### src/design/npie_pkg.sv
package npie_pkg;

  localparam int unsigned FnW      = 4;
  localparam int unsigned OperandW = 32;
  localparam int unsigned NibW     = 4;
  localparam int unsigned ByteW    = 8;
  localparam int unsigned NibCnt   = OperandW / NibW;
  localparam int unsigned PosW     = $clog2(NibCnt);
  localparam int unsigned CfgIdxW  = 1;
  localparam int unsigned CfgDataW = 4;

  localparam logic [CfgIdxW-1:0] CfgIdxPrefix    = 1'b0;
  localparam logic [CfgIdxW-1:0] CfgIdxNegPrefix = 1'b1;

  localparam logic [FnW-1:0] PrefixFnRst    = 4'd2;
  localparam logic [FnW-1:0] NegPrefixFnRst = 4'd6;

  typedef struct packed {
    logic [FnW-1:0]             function_code;
    logic signed [OperandW-1:0] operand;
  } enc_in_t;

  typedef struct packed {
    logic [ByteW-1:0] code_byte;
    logic             last_byte;
  } enc_out_t;

endpackage

### src/design/nibble_prefix_instruction_encoder.sv
// Encodes one direct instruction (function code and signed 32-bit operand) into its
// nibble-prefixed byte sequence, most significant prefix first, final byte flagged by
// last_byte. An instruction is 1 to 8 bytes, one plus the number of prefix bytes, sent
// back to back by the single byte serializer at the pipeline end. Three register stages
// ahead of it (input, nibble scan, length count) keep instructions queued, so the
// serializer runs back to back; busy rises while they are full and it has prefixes left.
// Bytes leave through an output register. Each byte is held on res_o for exactly one
// cycle with res_strobe_o high; the receiver cannot stall.
module nibble_prefix_instruction_encoder (
  input  logic                      clk_i,
  input  logic                      rst_ni,
  input  logic                      start,
  output logic                      busy,
  input  npie_pkg::enc_in_t         cmd_i,
  input  logic                      cfg_we_i,
  input  logic [npie_pkg::CfgIdxW-1:0]  cfg_idx_i,
  input  logic [npie_pkg::CfgDataW-1:0] cfg_data_i,
  output logic                      res_strobe_o,
  output npie_pkg::enc_out_t        res_o
);
  import npie_pkg::*;

  localparam int unsigned HiW = OperandW - NibW;

  logic [FnW-1:0] pre_fn_q, neg_fn_q;

  // stage 1: input register
  logic                s1_v_q;
  logic [FnW-1:0]      s1_fn_q;
  logic [OperandW-1:0] s1_op_q;

  // stage 2: operand inverted when negative, and nonzero nibble flags
  logic                s2_v_q;
  logic [FnW-1:0]      s2_fn_q;
  logic [NibW-1:0]     s2_low_q;
  logic                s2_neg_q;
  logic [HiW-1:0]      s2_hi_q;
  logic [NibCnt-1:1]   s2_nz_q;

  // stage 3: prefix count
  logic                s3_v_q;
  logic [FnW-1:0]      s3_fn_q;
  logic [NibW-1:0]     s3_low_q;
  logic                s3_neg_q;
  logic [HiW-1:0]      s3_hi_q;
  logic [PosW-1:0]     s3_cnt_q;

  // serializer
  logic                e_v_q;
  logic [FnW-1:0]      e_fn_q;
  logic [NibW-1:0]     e_low_q;
  logic                e_neg_q;
  logic [HiW-1:0]      e_hi_q;
  logic [PosW-1:0]     e_k_q;

  logic                out_v_q;
  enc_out_t            out_q;

  logic e_ready, s3_free, s2_free, s1_free, accept;
  logic [OperandW-1:0] s1_d;
  logic [NibCnt-1:1]   s1_nz;
  logic [PosW-1:0]     s2_n, s2_cnt;
  logic [PosW-1:0]     e_km1;
  logic [NibW-1:0]     e_nib;
  logic [FnW-1:0]      e_pfn;
  enc_out_t            out_d;

  assign e_ready = !e_v_q || (e_k_q == '0);
  assign s3_free = !s3_v_q || e_ready;
  assign s2_free = !s2_v_q || s3_free;
  assign s1_free = !s1_v_q || s2_free;
  assign busy    = !s1_free;
  assign accept  = start && !busy;

  always_ff @(posedge clk_i or negedge rst_ni) begin
    if (!rst_ni) begin
      pre_fn_q <= PrefixFnRst;
      neg_fn_q <= NegPrefixFnRst;
    end else if (cfg_we_i) begin
      case (cfg_idx_i)
        CfgIdxPrefix:    pre_fn_q <= cfg_data_i[FnW-1:0];
        CfgIdxNegPrefix: neg_fn_q <= cfg_data_i[FnW-1:0];
        default: ;
      endcase
    end
  end

  always_comb begin
    s1_d = s1_op_q[OperandW-1] ? ~s1_op_q : s1_op_q;
    for (int i = 1; i < NibCnt; i++) begin
      s1_nz[i] = |s1_d[i*NibW +: NibW];
    end
  end

  always_comb begin
    s2_n = '0;
    for (int i = 1; i < NibCnt; i++) begin
      if (s2_nz_q[i]) s2_n = PosW'(i);
    end
    // negative operand always carries the negative prefix at position one
    s2_cnt = (s2_neg_q && s2_n == '0) ? PosW'(1) : s2_n;
  end

  always_comb begin
    e_km1 = e_k_q - PosW'(1);
    e_nib = e_hi_q[e_km1*NibW +: NibW];
    e_pfn = (e_neg_q && e_k_q == PosW'(1)) ? neg_fn_q : pre_fn_q;
    if (e_k_q == '0) begin
      out_d.code_byte = {e_fn_q, e_low_q};
      out_d.last_byte = 1'b1;
    end else begin
      out_d.code_byte = {e_pfn, e_nib};
      out_d.last_byte = 1'b0;
    end
  end

  always_ff @(posedge clk_i or negedge rst_ni) begin
    if (!rst_ni) begin
      s1_v_q  <= 1'b0;
      s2_v_q  <= 1'b0;
      s3_v_q  <= 1'b0;
      e_v_q   <= 1'b0;
      out_v_q <= 1'b0;
    end else begin
      if (s1_free) s1_v_q <= accept;
      if (s2_free) s2_v_q <= s1_v_q;
      if (s3_free) s3_v_q <= s2_v_q;
      if (e_ready) e_v_q  <= s3_v_q;
      out_v_q <= e_v_q;
    end
  end

  always_ff @(posedge clk_i) begin
    if (accept) begin
      s1_fn_q <= cmd_i.function_code;
      s1_op_q <= cmd_i.operand;
    end
    if (s2_free && s1_v_q) begin
      s2_fn_q  <= s1_fn_q;
      s2_low_q <= s1_op_q[NibW-1:0];
      s2_neg_q <= s1_op_q[OperandW-1];
      s2_hi_q  <= s1_d[OperandW-1:NibW];
      s2_nz_q  <= s1_nz;
    end
    if (s3_free && s2_v_q) begin
      s3_fn_q  <= s2_fn_q;
      s3_low_q <= s2_low_q;
      s3_neg_q <= s2_neg_q;
      s3_hi_q  <= s2_hi_q;
      s3_cnt_q <= s2_cnt;
    end
    if (e_ready && s3_v_q) begin
      e_fn_q  <= s3_fn_q;
      e_low_q <= s3_low_q;
      e_neg_q <= s3_neg_q;
      e_hi_q  <= s3_hi_q;
      e_k_q   <= s3_cnt_q;
    end else if (e_v_q && e_k_q != '0) begin
      e_k_q <= e_km1;
    end
    out_q <= out_d;
  end

  assign res_strobe_o = out_v_q;
  assign res_o        = out_q;

  assert property (@(posedge clk_i) disable iff (!rst_ni)
    busy |-> (s1_v_q && s2_v_q && s3_v_q && e_v_q))
    else $error("busy without a full pipeline");

  assert property (@(posedge clk_i) disable iff (!rst_ni)
    (res_strobe_o && !res_o.last_byte) |=> res_strobe_o)
    else $error("gap inside an instruction byte sequence");

  assert property (@(posedge clk_i) disable iff (!rst_ni)
    (e_v_q && e_k_q != '0) |=> (e_v_q && e_k_q == $past(e_k_q) - PosW'(1)))
    else $error("serializer position did not step down");

  assert property (@(posedge clk_i) disable iff (!rst_ni)
    (e_v_q && e_k_q == '0) |=> (res_strobe_o && res_o.last_byte))
    else $error("final byte not flagged");

endmodule

### config.mk
export PLATFORM = sky130hd
export DESIGN_NAME = nibble_prefix_instruction_encoder
export DESIGN_NICKNAME = d
export VERILOG_FILES = /design/src/design/npie_pkg.sv /design/src/design/nibble_prefix_instruction_encoder.sv
export SDC_FILE = /design/constraint.sdc
export NUM_CORES = 1
export LEC_CHECK = 0
export BUFFER_PORTS_ARGS = -buffer_cell sky130_fd_sc_hd__buf_2
export CAP_MARGIN = 20
export CORE_MARGIN = 10
export CORE_UTILIZATION = 52
export DETAILED_ROUTE_END_ITERATION = 12
export PLACE_DENSITY = 0.85
export SLEW_MARGIN = 25
export SYNTH_ARGS = -nofsm -noshare
export SYNTH_HDL_FRONTEND = slang
export SYNTH_SLANG_ARGS = --single-unit
### constraint.sdc
create_clock -name clk_i -period 2.7 [get_ports clk_i]
set_input_delay 0.675 -clock clk_i [delete_from_list [all_inputs] [get_ports clk_i]]
set_output_delay 0.675 -clock clk_i [all_outputs]
set_load 0.02 [all_outputs]
# Word level (Yosys, flattened, before mapping)
# Cells that the tools add are included.
# op_classes
n_mux	12
bitwise_logic	2
shifts	1
n_addsub	1
eq_ne	1
n_reduce_logical	29
# op_table
operator	n
2-to-1 mux 32 bit	1
NOT 32 bit	1
OR reduction 4 bit	7
indexed part select 28 x 6 -> 4 bit	1
2-to-1 mux 3 bit	8
2-to-1 mux 9 bit	1
logical AND 1 bit	7
logical NOT 3 bit	2
logical NOT 1 bit	5
logical OR 1 bit	4
2-to-1 mux 4 bit	1
AND reduction 2 bit	2
== test 3 x 1 -> 1 bit, second input constant	1
nonzero test 3 bit	1
subtractor 3 x 1 -> 3 bit, second input constant	1
nonzero test 2 bit	1
2-to-1 mux 1 bit	1
NOT 1 bit	1
# word_totals
register_bits	182

# Depth between registers and ports, before layout
# logic_depth
word_depth	9
ltp_mapped	9
ltp_nobuf	7

# Worst setup path before layout
# OpenSTA, ideal clock, no wires.
# synth_timing
kind	register to register
start	register e_k_q[0]
end	register s3_cnt_q[0] (enable)
stages_incl_launch_ff	9
n_path_buf	3
setup_slack_ns	0.039
arrival_ns	2.261
setup_ns	0.400
required_time_ns	2.300
path_cell_list	edfxtp_1 -> buf_4 -> buf_2 -> inv_1 -> ha_1 -> nand2b_1 -> buf_2 -> nand3_1 -> and2_1
# synth_between
elab_chain_cells	4
# synth_rtl
element	line_no	source
start: declaration	nibble_prefix_instruction_encoder.sv:54	logic [PosW-1:0] e_k_q;
start signal: assignment	nibble_prefix_instruction_encoder.sv:157	e_k_q <= s3_cnt_q;
start signal: assignment	nibble_prefix_instruction_encoder.sv:159	e_k_q <= e_km1;
logical NOT 3 bit	nibble_prefix_instruction_encoder.sv:68	assign e_ready = !e_v_q || (e_k_q == '0);
logical OR 1 bit	nibble_prefix_instruction_encoder.sv:68	
logical OR 1 bit	nibble_prefix_instruction_encoder.sv:69	assign s3_free = !s3_v_q || e_ready;
logical AND 1 bit	nibble_prefix_instruction_encoder.sv:145	if (s3_free && s2_v_q) begin
end signal: assignment	nibble_prefix_instruction_encoder.sv:150	s3_cnt_q <= s2_cnt;
end: declaration	nibble_prefix_instruction_encoder.sv:46	logic [PosW-1:0] s3_cnt_q;
# No other way between the ends.
# A chain may end at the register's enable or synchronous reset.

# Worst setup path in the final report
# layout_timing
start	register e_k_q[0]
end	output busy
# layout_between
elab_chain_cells	6
# layout_rtl
element	line_no	source
logical NOT 3 bit	nibble_prefix_instruction_encoder.sv:68	
logical OR 1 bit	nibble_prefix_instruction_encoder.sv:68	
logical OR 1 bit	nibble_prefix_instruction_encoder.sv:69	
logical OR 1 bit	nibble_prefix_instruction_encoder.sv:70	assign s2_free = !s2_v_q || s3_free;
logical OR 1 bit	nibble_prefix_instruction_encoder.sv:71	assign s1_free = !s1_v_q || s2_free;
logical NOT 1 bit	nibble_prefix_instruction_encoder.sv:72	assign busy = !s1_free;
end: declaration	nibble_prefix_instruction_encoder.sv:13	output logic busy,
# No other way between the ends.

==> impl_results.md <==
* N_diodes at 0
* Number of global-route vias before repair at 3000
* Boundary pin count at 56
* Clock Skew at 0.0115 ns
* 1st-pass router iterations at 4
* DIE AREA at 16800 um^2
* FF-to-FF Start: e_k_q[0]
* Crit Reg-Reg Endpoint: e_hi_q[15]
* Status: complete, no violations
* Mean Syn Cell Area at 19.6 um^2
* Starting density of the core at 52.5%
* Crit path max fanout at 12
* Routed via count at 2786
* Power density over the cells at 1090 nW/um^2
* Worst-margin pin slew at 0.530 ns
* Largest family of logic cells by synthesized area: multiplexers
* CP Launch Type: flip-flop
* Multiplexer area fraction after synthesis at 4.10%
* Clk buf depth at 2
* Endpoint class of the critical path: output pin
* Port Buffers at 55
* Die Width at 130 um
* Vias per cell at 5.04
* Core Rows at 40
* Post-synth ARST share at 7.26%
* CTS tree: yes
* Final Max Tran Viols at 0
* R2r worst-path depth at 7
* Max-cap violations at 0
* Root Buffer: clkbuf_16
* Synth warn at 0
* Post-route setup TNS at 0 ns
* # fillers at 821
* Seq cells post-synth at 179
* Die height at 130 um
* DR iter-0 viols at 176
* Simple-gate share of the synthesized area at 3.36%
* Routability cong. at 0.777
* Crit path from: e_k_q[0]
* Share of cells above drive strength 1 at 27.8%
* Crit Path Category: flip-flop to output pin
* Final worst setup slack at 0.136 ns
* Worst-path clk slew at 0.07 ns
* Tot GR Track Use at 11.7%
* Synthesized area at 6260 um^2
* CP Data Required Time at 2.03 ns
* Sink Count at 179
* Max VDD drop at 609 uV
* Final ANT Viol Nets at 0
* Post-synth cell types at 36
* Largest cells by area after synthesis: edfxtp_1 75%, dfrtp_1 4.0%, xor2_1 3.9%
* Clk_lat worst skew at 0.42 ns
* Synth Area in XOR/XNOR at 4.06%
* Antenna violations before repair at 0
* DRC at 0
* Crit path to: busy
* Tmin final at 2.56 ns
* Drt wl/cell at 16.7 um
* First-pass GRT wire length at 14.8 mm
* Final hold vios at 0
* RSZ-0062 raised after global routing: false
* CTS buffer count at 17
* Placement Setup Slack at 0.361 ns
* Headroom to the max-slew limit at 64.7%
* EDFF count, synth at 157
* Core area at 11900 um^2
* Pleak at 2.67 nW
* H-tree depth at 4
* Part of the Yosys area used for sequential elements at 83.5%
* Syn nets at 367
* Commonest non-fill, non-tap cell in the layout: edfxtp_1
* Worst endpoint data arrival time at 1.89 ns
* Total wire length at 9.23 mm
* Mapped Cells at 319
* Most frequent cells in the layout: 157 x edfxtp_1, 55 x buf_2, 28 x xor2_1, 20 x clkbuf_16
* # nets final at 441
* Flop-to-flop setup slack at 0.50 ns
* # setup viols final at 0
* Top FF cell, synth: edfxtp_1
* Leading area contributor after synthesis: edfxtp_1
* Final period util at 95.0%
* Hpwl dp at 6.22 mm
* Synth top area share at 75.3%
* Adder-cell share of the synthesized area at 0.600%
* Syn-to-layout area delta at 17.0%
* Largest net degree at the start of global routing at 44
* Fmax achieved at 390 MHz
* Compound-gate portion of the synthesized area at 2.86%
* Worst hold path class: input pin to async pin
* Gr ovfl total at 0
==> where the power goes <==
part / internal, mW / leakage, nW / switching [mW] / total (mW)
registers: 3.90 / 1.63 / 0.205 / 4.11
logic: 0.545 / 0.738 / 0.959 / 1.50
clock network: 1.35 / 0.294 / 0.999 / 2.35
==> per-layer routing <==
metal	up-vias	routed length (um)	track usage [%]
li1	1351	-	-
met1	1332	3620	12.4
met2	85	4970	20.5
met3	18	481	4.06
met4	0	157	5.56
met5	-	0	0
==> critical path: stages, from the launching register on <==
cell and delay, ns:
edfxtp_1 0.35, inv_1 0.06, ha_1 0.24, nand2b_4 0.15, nand4_1 0.17, or2_4 0.29, inv_1 0.05, buf_2 0.15
==> through the flow <==
stage	hold slack, ns	cells	total power [mW]	instance area (um^2)	util (%)
after CTS	0.127	552	8.01	7310	61.4
after detailed placement	0.405	520	5.64	6720	56.4
after global routing	0.137	553	8.33	7320	61.5
after floorplan	0.379	319	5.15	6260	-
after global placement	0.405	519	5.52	6710	56.3
final	0.130	553	7.96	7320	61.5
==> final cells by class <==
| class | count | area, um^2 | area share, % |
|---|---|---|---|
| clock inverters | 12 | 82.6 | 1.13 |
| repair buffers | 63 | 355 | 4.85 |
| flip-flops and latches | 179 | 5220 | 71.3 |
| clock buffers | 20 | 500 | 6.83 |
| inverters | 8 | 30.0 | 0.410 |
| well taps | 147 | 184 | 2.51 |
| multi-input cells | 124 | 948 | 12.9 |
==> sequential cells by signal, summed over array words and instances (netlist names), 7 cells and up <==
name     cells
e_hi_q      27
s2_nz_q      7
s2_hi_q     27
s1_op_q     32
res_o        9
s3_hi_q     27
==> how the worst min path moves through the flow <==
| stage | start | to | slack [ns] | cells after the start |
|---|---|---|---|---|
| global placement | s2_hi_q[9] | s3_hi_q[9] | 0.41 | 0 |
| detailed placement | s3_hi_q[4] | e_hi_q[4] | 0.40 | 0 |
| CTS | rst_ni | pre_fn_q[2] | 0.13 | 1 |
| global route | rst_ni | pre_fn_q[2] | 0.14 | 1 |
| finish | rst_ni | pre_fn_q[2] | 0.13 | 1 |
| floorplan | rst_ni | e_v_q | 0.38 | 0 |
==> repair_timing <==
item,4_1_cts,5_1_grt
resized for setup,1,2
endpoints found under the hold margin,0,0
setup buffers,0,1
hold buffers,0,0
pin swaps,0,1
setup endpoints to repair,1,1
==> synth_stat cells, types with 3 or more instances <==
master     count
ha_1           3
or4_1          6
a21oi_1        8
mux2i_1       11
nand2_1       11
xor2_1        28
a211o_1        3
dfxtp_1        9
edfxtp_1     157
dfrtp_1       10
mux2_2        11
dfstp_2        3
a31oi_1        3
nor2_1        10
o21ai_0        5
a2bb2oi_1      3
inv_1          8
nand2b_1       3
and2_1         3
==> cell families after synthesis <==
kind of cell	count (synthesis)
simple gates	41
buf+inv	16
mux	23
compound gates	28
flops	179
fa+ha+maj	3
xor+xnor	29
(Power assumes the default switching activity.)
